===== src/rtl/vot_pkg.sv =====
`timescale 1ns / 1ps
// Shared widths, codes and handshake structs for the offset translation cache.
// Used by vot_divider, vot_cache and virtual_offset_translate_cache.
package vot_pkg;

	localparam int CACHE_ENTRIES_DEF = 16;

	localparam int OFF_W    = 48;
	localparam int BASE_W   = 56;
	localparam int IDX_W    = 49;
	localparam int RSZ_W    = 32;
	localparam int FIRST_W  = 32;
	localparam int STATUS_W = 3;

	// offsets must be a multiple of 8 bits
	localparam int ALIGN_LSB = 3;

	// APB: 64-bit data, registers at 8-byte spacing
	localparam int APB_DW      = 64;
	localparam int APB_AW      = 5;
	localparam int APB_IDX_LSB = 3;
	localparam int REG_IDX_W   = APB_AW - APB_IDX_LSB;

	localparam logic [REG_IDX_W-1:0] REG_TOTAL = REG_IDX_W'(0);
	localparam logic [REG_IDX_W-1:0] REG_RSZ   = REG_IDX_W'(1);
	localparam logic [REG_IDX_W-1:0] REG_FIRST = REG_IDX_W'(2);

	localparam logic [RSZ_W-1:0] RSZ_RESET = RSZ_W'(8);

	localparam logic ACTION_TRANSLATE = 1'b0;
	localparam logic ACTION_FILL      = 1'b1;

	localparam logic [STATUS_W-1:0] ST_OK    = STATUS_W'(0);
	localparam logic [STATUS_W-1:0] ST_MISS  = STATUS_W'(1);
	localparam logic [STATUS_W-1:0] ST_RANGE = STATUS_W'(2);
	localparam logic [STATUS_W-1:0] ST_ALIGN = STATUS_W'(3);
	localparam logic [STATUS_W-1:0] ST_STRAY = STATUS_W'(4);
	localparam logic [STATUS_W-1:0] ST_BUSY  = STATUS_W'(5);

	localparam int DIV_CNT_W = $clog2(IDX_W + 1);

	typedef struct packed {
		logic             start;
		logic [IDX_W-1:0] dividend;
		logic [RSZ_W-1:0] divisor;
	} div_req_t;

	typedef struct packed {
		logic             done;
		logic [IDX_W-1:0] quotient;
		logic [RSZ_W-1:0] remainder;
	} div_rsp_t;

endpackage


===== src/rtl/vot_divider.sv =====
`timescale 1ns / 1ps
// Radix-2 restoring divider, one quotient bit per cycle, 49-bit dividend.
// Depends on vot_pkg for widths and the request/response structs.
module vot_divider (
	input  logic              clk,
	input  logic              arst_n,
	input  vot_pkg::div_req_t req,
	output vot_pkg::div_rsp_t rsp
);
	import vot_pkg::*;

	logic [IDX_W-1:0]     dvd_q;
	logic [RSZ_W-1:0]     dsr_q;
	logic [RSZ_W-1:0]     rem_q;
	logic [DIV_CNT_W-1:0] cnt_q;
	logic                 done_q;

	logic [RSZ_W:0]   trial;
	logic [RSZ_W:0]   diff;
	logic             q_bit;
	logic [RSZ_W-1:0] nxt_rem;

	always_comb begin
		trial   = {rem_q, dvd_q[IDX_W-1]};
		diff    = trial - {1'b0, dsr_q};
		q_bit   = ~diff[RSZ_W];
		nxt_rem = q_bit ? diff[RSZ_W-1:0] : trial[RSZ_W-1:0];
	end

	always_ff @(posedge clk or negedge arst_n) begin
		if (!arst_n) begin
			dvd_q  <= '0;
			dsr_q  <= '0;
			rem_q  <= '0;
			cnt_q  <= '0;
			done_q <= 1'b0;
		end else begin
			if (req.start) begin
				dvd_q  <= req.dividend;
				dsr_q  <= req.divisor;
				rem_q  <= '0;
				cnt_q  <= DIV_CNT_W'(IDX_W);
				done_q <= 1'b0;
			end else if (cnt_q != '0) begin
				// quotient bits shift in behind the dividend
				dvd_q  <= {dvd_q[IDX_W-2:0], q_bit};
				rem_q  <= nxt_rem;
				cnt_q  <= cnt_q - DIV_CNT_W'(1);
				done_q <= (cnt_q == DIV_CNT_W'(1));
			end else begin
				done_q <= 1'b0;
			end
		end
	end

	assign rsp.done      = done_q;
	assign rsp.quotient  = dvd_q;
	assign rsp.remainder = rem_q;

endmodule


===== src/rtl/vot_cache.sv =====
`timescale 1ns / 1ps
// Direct-mapped entry store (valid, tag, base) with registered read and tag compare.
// Depends on vot_pkg for field widths.
module vot_cache #(
	parameter int ENTRIES = vot_pkg::CACHE_ENTRIES_DEF,
	parameter int SLOT_W  = 4
) (
	input  logic                      clk,
	input  logic                      we,
	input  logic [SLOT_W-1:0]         waddr,
	input  logic                      wvalid,
	input  logic [vot_pkg::IDX_W-1:0]  wtag,
	input  logic [vot_pkg::BASE_W-1:0] wbase,
	input  logic                      re,
	input  logic [SLOT_W-1:0]         raddr,
	input  logic [vot_pkg::IDX_W-1:0]  ctag,
	output logic                      hit,
	output logic [vot_pkg::BASE_W-1:0] rbase
);
	import vot_pkg::*;

	typedef struct packed {
		logic              valid;
		logic [IDX_W-1:0]  tag;
		logic [BASE_W-1:0] base;
	} row_t;

	row_t mem [0:ENTRIES-1];
	row_t row_q;

	always_ff @(posedge clk) begin
		if (we)
			mem[waddr] <= '{valid: wvalid, tag: wtag, base: wbase};
	end

	always_ff @(posedge clk) begin
		if (re)
			row_q <= mem[raddr];
	end

	assign hit   = row_q.valid && (row_q.tag == ctag);
	assign rbase = row_q.base;

endmodule


===== src/rtl/virtual_offset_translate_cache.sv =====
`timescale 1ns / 1ps
// Top level: APB registers, sequencer, shared serial divider and entry store.
// Depends on vot_pkg, vot_divider and vot_cache.
//
//  channel  | signals                                   | transfer on
//  ---------+-------------------------------------------+----------------------------
//  request  | action, virtual_offset, fill_base         | req_valid & req_ready
//  response | status, physical_offset, miss_index       | rsp_valid & rsp_ready
//  config   | psel, penable, pwrite, paddr, pwdata/prdata| psel & penable & pwrite
//
//  A translate runs the serial divider, one bit a cycle, for offset / record size;
//  when CACHE_ENTRIES is not a power of two it runs it again for the slot (index
//  modulo CACHE_ENTRIES), else the slot is the low bits of the index. Fills and
//  rejected transactions go straight to the response. After reset a clearing pass
//  invalidates every entry; req_ready stays low meanwhile. A stalled response waits
//  in its output register while the next transaction is accepted and worked on.
module virtual_offset_translate_cache #(
	parameter int CACHE_ENTRIES = vot_pkg::CACHE_ENTRIES_DEF
) (
	input  logic                        clk,
	input  logic                        arst_n,
	input  logic                        psel,
	input  logic                        penable,
	input  logic                        pwrite,
	input  logic [vot_pkg::APB_AW-1:0]   paddr,
	input  logic [vot_pkg::APB_DW-1:0]   pwdata,
	output logic [vot_pkg::APB_DW-1:0]   prdata,
	output logic                        pready,
	input  logic                        req_valid,
	output logic                        req_ready,
	input  logic                        action,
	input  logic [vot_pkg::OFF_W-1:0]    virtual_offset,
	input  logic [vot_pkg::BASE_W-1:0]   fill_base,
	output logic                        rsp_valid,
	input  logic                        rsp_ready,
	output logic [vot_pkg::STATUS_W-1:0] status,
	output logic [vot_pkg::BASE_W-1:0]   physical_offset,
	output logic [vot_pkg::IDX_W-1:0]    miss_index
);
	import vot_pkg::*;

	localparam int SLOT_W = (CACHE_ENTRIES > 1) ? $clog2(CACHE_ENTRIES) : 1;
	localparam bit SLOT_POW2 = ((CACHE_ENTRIES & (CACHE_ENTRIES - 1)) == 0);
	localparam logic [SLOT_W-1:0] LAST_SLOT = SLOT_W'(CACHE_ENTRIES - 1);
	localparam logic [RSZ_W-1:0] ENTRIES_DSR = RSZ_W'(CACHE_ENTRIES);

	typedef enum logic [2:0] {
		S_CLEAR, S_IDLE, S_DIV, S_SLOT, S_MOD, S_READ, S_CMP, S_OUT
	} state_t;

	// configuration registers
	logic [OFF_W-1:0]   total_q;
	logic [RSZ_W-1:0]   rsz_q;
	logic [FIRST_W-1:0] first_q;
	logic [REG_IDX_W-1:0] reg_idx;

	assign reg_idx = paddr[APB_AW-1:APB_IDX_LSB];
	assign pready  = 1'b1;

	always_ff @(posedge clk or negedge arst_n) begin
		if (!arst_n) begin
			total_q <= '0;
			rsz_q   <= RSZ_RESET;
			first_q <= '0;
		end else if (psel && penable && pwrite) begin
			case (reg_idx)
				REG_TOTAL: total_q <= pwdata[OFF_W-1:0];
				REG_RSZ:   rsz_q   <= pwdata[RSZ_W-1:0];
				REG_FIRST: first_q <= pwdata[FIRST_W-1:0];
				default: ;
			endcase
		end
	end

	always_comb begin
		case (reg_idx)
			REG_TOTAL: prdata = APB_DW'(total_q);
			REG_RSZ:   prdata = APB_DW'(rsz_q);
			REG_FIRST: prdata = APB_DW'(first_q);
			default:   prdata = '0;
		endcase
	end

	// sequencer state
	state_t              state_q;
	logic [SLOT_W-1:0]   clr_q;
	logic [IDX_W-1:0]    idx_q;
	logic [RSZ_W-1:0]    rem_q;
	logic [SLOT_W-1:0]   slot_q;
	logic                pend_q;
	logic [IDX_W-1:0]    pend_idx_q;
	logic [RSZ_W-1:0]    pend_rem_q;
	logic [SLOT_W-1:0]   pend_slot_q;
	logic [STATUS_W-1:0] res_status_q;
	logic [BASE_W-1:0]   res_phys_q;
	logic [IDX_W-1:0]    res_midx_q;
	logic                rsp_valid_q;
	logic [STATUS_W-1:0] status_q;
	logic [BASE_W-1:0]   phys_q;
	logic [IDX_W-1:0]    midx_q;

	logic              req_fire;
	logic              translate_ok;
	logic [IDX_W-1:0]  idx_sum;
	logic [SLOT_W-1:0] slot_fold;
	logic [BASE_W-1:0] fill_phys;
	logic [BASE_W-1:0] hit_phys;

	div_req_t div_req;
	div_rsp_t div_rsp;

	logic              mem_we;
	logic [SLOT_W-1:0] mem_waddr;
	logic              mem_hit;
	logic [BASE_W-1:0] mem_base;

	assign req_ready = (state_q == S_IDLE);
	assign req_fire  = req_valid && req_ready;

	assign translate_ok = !pend_q
		&& (virtual_offset[ALIGN_LSB-1:0] == '0)
		&& (virtual_offset < total_q)
		&& (rsz_q != '0);

	assign idx_sum   = div_rsp.quotient + IDX_W'(first_q);
	assign fill_phys = fill_base + BASE_W'(pend_rem_q);
	assign hit_phys  = mem_base + BASE_W'(rem_q);

	always_comb begin
		if (SLOT_POW2 && (CACHE_ENTRIES > 1))
			slot_fold = idx_q[SLOT_W-1:0];
		else
			slot_fold = '0;
	end

	// the divider is shared: offset / record size, then (entries not a power of two) index modulo entries
	always_comb begin
		div_req.start    = 1'b0;
		div_req.dividend = idx_q;
		div_req.divisor  = ENTRIES_DSR;
		if (state_q == S_IDLE) begin
			div_req.start    = req_fire && (action == ACTION_TRANSLATE) && translate_ok;
			div_req.dividend = IDX_W'(virtual_offset);
			div_req.divisor  = rsz_q;
		end else if (state_q == S_SLOT) begin
			div_req.start = !SLOT_POW2;
		end
	end

	vot_divider u_div (
		.clk    (clk),
		.arst_n (arst_n),
		.req    (div_req),
		.rsp    (div_rsp)
	);

	assign mem_we = (state_q == S_CLEAR)
		|| (req_fire && (action == ACTION_FILL) && pend_q);
	assign mem_waddr = (state_q == S_CLEAR) ? clr_q : pend_slot_q;

	vot_cache #(
		.ENTRIES (CACHE_ENTRIES),
		.SLOT_W  (SLOT_W)
	) u_cache (
		.clk    (clk),
		.we     (mem_we),
		.waddr  (mem_waddr),
		.wvalid (state_q != S_CLEAR),
		.wtag   (pend_idx_q),
		.wbase  (fill_base),
		.re     (state_q == S_READ),
		.raddr  (slot_q),
		.ctag   (idx_q),
		.hit    (mem_hit),
		.rbase  (mem_base)
	);

	always_ff @(posedge clk or negedge arst_n) begin
		if (!arst_n) begin
			state_q      <= S_CLEAR;
			clr_q        <= '0;
			idx_q        <= '0;
			rem_q        <= '0;
			slot_q       <= '0;
			pend_q       <= 1'b0;
			pend_idx_q   <= '0;
			pend_rem_q   <= '0;
			pend_slot_q  <= '0;
			res_status_q <= ST_OK;
			res_phys_q   <= '0;
			res_midx_q   <= '0;
			rsp_valid_q  <= 1'b0;
			status_q     <= ST_OK;
			phys_q       <= '0;
			midx_q       <= '0;
		end else begin
			// S_OUT handles the output register itself
			if (rsp_valid_q && rsp_ready && (state_q != S_OUT))
				rsp_valid_q <= 1'b0;

			case (state_q)
				S_CLEAR: begin
					clr_q <= clr_q + SLOT_W'(1);
					if (clr_q == LAST_SLOT)
						state_q <= S_IDLE;
				end
				S_IDLE: if (req_fire) begin
					res_midx_q <= '0;
					res_phys_q <= ((action == ACTION_FILL) && pend_q) ? fill_phys : '0;
					if (action == ACTION_FILL) begin
						state_q <= S_OUT;
						if (!pend_q) begin
							res_status_q <= ST_STRAY;
						end else begin
							res_status_q <= ST_OK;
							pend_q       <= 1'b0;
						end
					end else if (pend_q) begin
						state_q      <= S_OUT;
						res_status_q <= ST_BUSY;
					end else if (virtual_offset[ALIGN_LSB-1:0] != '0) begin
						state_q      <= S_OUT;
						res_status_q <= ST_ALIGN;
					end else if (!translate_ok) begin
						state_q      <= S_OUT;
						res_status_q <= ST_RANGE;
					end else begin
						state_q <= S_DIV;
					end
				end
				S_DIV: if (div_rsp.done) begin
					idx_q   <= idx_sum;
					rem_q   <= div_rsp.remainder;
					state_q <= S_SLOT;
				end
				S_SLOT: begin
					if (SLOT_POW2) begin
						slot_q  <= slot_fold;
						state_q <= S_READ;
					end else begin
						state_q <= S_MOD;
					end
				end
				S_MOD: if (div_rsp.done) begin
					slot_q  <= div_rsp.remainder[SLOT_W-1:0];
					state_q <= S_READ;
				end
				S_READ: state_q <= S_CMP;
				S_CMP: begin
					state_q    <= S_OUT;
					res_midx_q <= mem_hit ? '0 : idx_q;
					res_phys_q <= mem_hit ? hit_phys : '0;
					if (mem_hit) begin
						res_status_q <= ST_OK;
					end else begin
						// hold the miss until its fill arrives
						res_status_q <= ST_MISS;
						pend_q       <= 1'b1;
						pend_idx_q   <= idx_q;
						pend_rem_q   <= rem_q;
						pend_slot_q  <= slot_q;
					end
				end
				S_OUT: if (!rsp_valid_q || rsp_ready) begin
					rsp_valid_q <= 1'b1;
					status_q    <= res_status_q;
					phys_q      <= res_phys_q;
					midx_q      <= res_midx_q;
					state_q     <= S_IDLE;
				end
				default: state_q <= S_IDLE;
			endcase
		end
	end

	assign rsp_valid       = rsp_valid_q;
	assign status          = status_q;
	assign physical_offset = phys_q;
	assign miss_index      = midx_q;

	a_div_done_owned: assert property (@(posedge clk) disable iff (!arst_n)
		div_rsp.done |-> (state_q == S_DIV || state_q == S_MOD))
		else $error("divider finished outside a divide step");

	a_mem_write_slot: assert property (@(posedge clk) disable iff (!arst_n)
		mem_we |-> (state_q == S_CLEAR || state_q == S_IDLE))
		else $error("entry store written outside clear or fill");

	a_midx_only_miss: assert property (@(posedge clk) disable iff (!arst_n)
		(rsp_valid_q && status_q != ST_MISS) |-> (midx_q == '0))
		else $error("miss index set on a non-miss response");

	a_phys_only_ok: assert property (@(posedge clk) disable iff (!arst_n)
		(rsp_valid_q && status_q != ST_OK) |-> (phys_q == '0))
		else $error("physical offset set on a failed response");

endmodule

===== config.mk =====
export PLATFORM = sky130hd
export DESIGN_NAME = virtual_offset_translate_cache
export DESIGN_NICKNAME = d
export VERILOG_FILES = /design/src/rtl/vot_pkg.sv /design/src/rtl/vot_divider.sv /design/src/rtl/vot_cache.sv /design/src/rtl/virtual_offset_translate_cache.sv
export SDC_FILE = /design/constraint.sdc
export NUM_CORES = 2
export LEC_CHECK = 0
export BUFFER_PORTS_ARGS = -buffer_cell sky130_fd_sc_hd__buf_2
export CORE_MARGIN = 5
export CORE_UTILIZATION = 24
export DETAILED_ROUTE_END_ITERATION = 8
export GPL_ROUTABILITY_DRIVEN = 0
export GPL_TIMING_DRIVEN = 0
export PLACE_DENSITY = 0.34
export SYNTH_ARGS = -nofsm -noshare
export SYNTH_HDL_FRONTEND = slang
export SYNTH_SLANG_ARGS = --single-unit

===== constraint.sdc =====
create_clock -name clk -period 19.92 [get_ports clk]
set_clock_uncertainty 0.15 [all_clocks]
set_input_delay 0.996 -clock clk [delete_from_list [all_inputs] [get_ports clk]]
set_output_delay 0.996 -clock clk [all_outputs]
set_load 0.02 [all_outputs]

==> flow_metrics.tcl <==
set metrics [dict create \
    synthCells 6172 \
    postCtsHoldBufs 1 \
    intPower_mw 11.5 \
    drtAntennaViolNets 0 \
    grt_first_pass_wirelength_um 523000 \
    status "finished clean" \
    overflow 0 \
    drv_cap 0 \
    hold_viol 0 \
    worst_pin_slew_ns 1.43 \
    yosysSeqAreaShare_pct 68.8 \
    cp.required_ns 20.61 \
    rsz0062_at_grt "false" \
    switching_power_mw 6.08 \
    die_w_um 660 \
    holdCritPathClass "input pin to flop" \
    fillers 42100 \
    netlist-cell-type-count 80 \
    die_height_um 660 \
    slew_violations 0 \
    track_usage_pct 17.1 \
    min_period_over_period_pct 29.9 \
    arrival_ns 6.64 \
    io_buffers 317 \
    criticalPathCategory "flop to flop" \
    start_kind "flop" \
    netSwitchingFraction_pct 34.6 \
    grt_pass1_vias 62100 \
    clock_latency_ns 0.93 \
    r2r_cells 9 \
    placed_cell_area_um2 113000 \
    cts_tree "yes" \
    netlist_area_um2 101000 \
    syn_area_per_cell_um2 16.4 \
    wire_per_inst_um 29.6 \
    clockBufferDepth 4 \
    grt_antenna_before_repair 63 \
    max_clock_freq_ghz 0.168 \
    drtPass1Iterations 7 \
    root_buffer "clkbuf_16" \
    cts_max_level 5 \
    initial_core_util_pct 24.1 \
    clkTransAtPathRegs_ns 0.06 \
    irDropWorstVdd_uv 62.4 \
    dp_hpwl_um 273000 \
    cts_setup_buffers 0 \
    multiInputGateArea_um2 30000 \
    period_needed_ns 5.95 \
    drive_gt1_share_pct 23.4 \
    drc 0 \
    rows 238 \
    whs_path_depth 3 \
    ys_warn_count 0 \
    core_um2 420000 \
    routed_wl_um 381000 \
    cp_max_fo 10 \
    synthArstFlopShare_pct 25.8 \
    setup_violations 0 \
    io_pins 356 \
    die_area_um2 436000 \
    synthFlopType "edfxtp_1" \
    seq_area_um2 69800 \
    cts_buffers 300 \
    slew_headroom_pct 4.50 \
    nets 7329 \
    power_density_nw_per_um2 142 \
    synth_edf_count 1802 \
    cts_resized 0 \
    fin_total_pwr_mw 17.6 \
    syn2layout_area_growth_pct 21.6 \
    p_leak_nw 43.6 \
    ys_seq_elements 2429 \
    pwr-share-comb_pct 30.0 \
    vias_per_cell 4.64 \
    cts_num_sinks 2429 \
    grt_max_degree 107 \
    end_kind "flop" \
    num_vias 59700 \
    power_frac_clock_pct 31.1 \
    design_area_um2 123000 \
    p_seq_share_pct 38.9 \
    drt-initial-drc-count 4983 \
]
==> metrics by stage <==
step	setup TNS, ns	instances	util, %	hold WS (ns)	setup WS (ns)
final	0	12900	29.3	0.139	13.97
after global routing	0	12900	29.3	0.109	13.84
after detailed placement	0	12300	27.0	0.320	13.77
after global placement	-40.41	12100	26.2	0.322	-0.409
after CTS	0	12800	29.3	0.0502	13.73
after floorplan	0	6187	-	0.293	11.13
==> flip-flops by register name, summed over array words and instances, names as in the netlist, 4 cells and up <==
signal	flops
pend_slot_q	4
res_midx_q	49
res_phys_q	56
miss_index	49
first_q	32
idx_q	49
u_cache.rbase	56
u_cache.mem	1696
slot_q	4
u_div.dsr_q	32
u_cache.row_q	50
physical_offset	56
u_div.rem_q	32
u_div.cnt_q	6
rem_q	32
u_div.dvd_q	49
clr_q	4
rsz_q	32
pend_rem_q	32
pend_idx_q	49
total_q	48
==> cells in the mapped netlist (6+ instances only) <==
cell type     n  area [um2]
edfxtp_1   1802       54100
nand2_1     737        2770
dfrtp_1     626       15700
mux4_2      530       11900
o21ai_0     328        1640
clkbuf_1    249         935
nor2_1      201         754
ha_1        181        2260
mux2_2      173        1950
a21oi_1     171         856
xnor2_1     143        1250
inv_1       137         514
mux2i_1      97         971
a21o_1       75         563
nor3_1       66         330
xor2_1       65         569
a22o_1       41         359
nand4_1      40         250
nand3_1      38         190
a221oi_1     37         324
buf_1        34         128
and3_1       31         194
a211oi_1     28         210
o21a_1       26         195
a31oi_1      22         138
a22oi_1      20         150
nor4_1       20         125
a311oi_1     17         149
buf_4        17         128
nor2b_1      17         106
nand2b_1     15        93.8
o211ai_1     13        97.6
o21bai_1     13        97.6
o31ai_1      13        97.6
and2_1       12        75.1
a21boi_0     10        75.1
and4_1       10        87.6
nor3b_1      10        75.1
o22ai_1       9        56.3
buf_2         7        35.0
a2111oi_0     6        52.6
o221ai_1      6        52.6
or3_1         6        37.5
==> path summary, 6_finish.rpt <==
kind                               startpoint               to  slack, ns
worst min-delay path               pwdata[42]      total_q[42]       0.14
worst max-delay path                 idx_q[2]    pend_idx_q[8]      13.97
min in group asynchronous              arst_n  u_div.dsr_q[13]       0.46
worst min register to register  pend_rem_q[4]    pend_rem_q[4]       0.33
max in group asynchronous              arst_n    miss_index[0]      17.33
worst max register to register       idx_q[2]    pend_idx_q[8]      13.97
==> power groups by stage <==
stage / logic (mW) / clock network (mW) / registers [mW]
floorplan: 3.08 / 0 / 6.67
global placement: 5.22 / 0 / 7.07
detailed placement: 5.39 / 0 / 6.94
CTS: 5.41 / 5.64 / 6.85
global route: 5.65 / 5.84 / 6.89
finish: 5.26 / 5.46 / 6.83
==> kinds of logic (layout without fill, tap and decap cells) <==
logic type / after synthesis / in the layout / share of synthesized area, %
AOI/OAI and AO/OA: 885 / 885 / 5.53
xor gates and xnor gates: 208 / 208 / 1.80
muxes: 800 / 800 / 14.7
other: 2 / 36 / 0.00741
DFF: 2429 / 2429 / 68.8
and+or+nand+nor: 1216 / 1216 / 5.13
adders and majority gates: 185 / 185 / 2.31
buffers and inverters: 447 / 1465 / 1.74
==> routing by layer <==
layer | GRT usage (%) | up-vias | wire length (um)
met3 | 3.06 | 426 | 20400
met5 | 0 | - | 126
met1 | 23.1 | 32000 | 168000
met4 | 3.70 | 22 | 9170
met2 | 28.6 | 1605 | 183000
li1 | - | 25600 | -
==> cell type report <==
cell class                      count  area share, %
Antenna cell                       19         0.0386
Buffer                            308           1.03
Clock buffer                      406           6.74
Clock inverter                    138           1.18
Inverter                          139          0.425
Multi-Input combinational cell   3311           24.4
Sequential cell                  2429           56.6
Tap cell                         5640           5.72
Timing Repair Buffer              474           3.89
==> layout by cell type (no fill, tap or decap), types with 171 or more instances in the layout <==
| cell type | n |
|---|---|
| edfxtp_1 | 1802 |
| nand2_1 | 737 |
| dfrtp_1 | 626 |
| mux4_2 | 530 |
| o21ai_0 | 328 |
| buf_2 | 325 |
| clkbuf_16 | 306 |
| clkbuf_1 | 303 |
| nor2_1 | 184 |
| ha_1 | 181 |
| mux2_2 | 173 |
| a21oi_1 | 171 |
==> worst max-delay path, stage by stage, from the launching register on <==
cell,delay [ns]
dfrtp_1,0.66
xnor2_1,0.91
nand4_1,0.57
nor3_1,0.37
nand4_1,0.37
nand2_1,0.67
clkbuf_1,1.06
buf_1,0.84
nand2_1,0.11
nand2_1,0.11
Note: power is estimated with default switching activity, not from simulation.
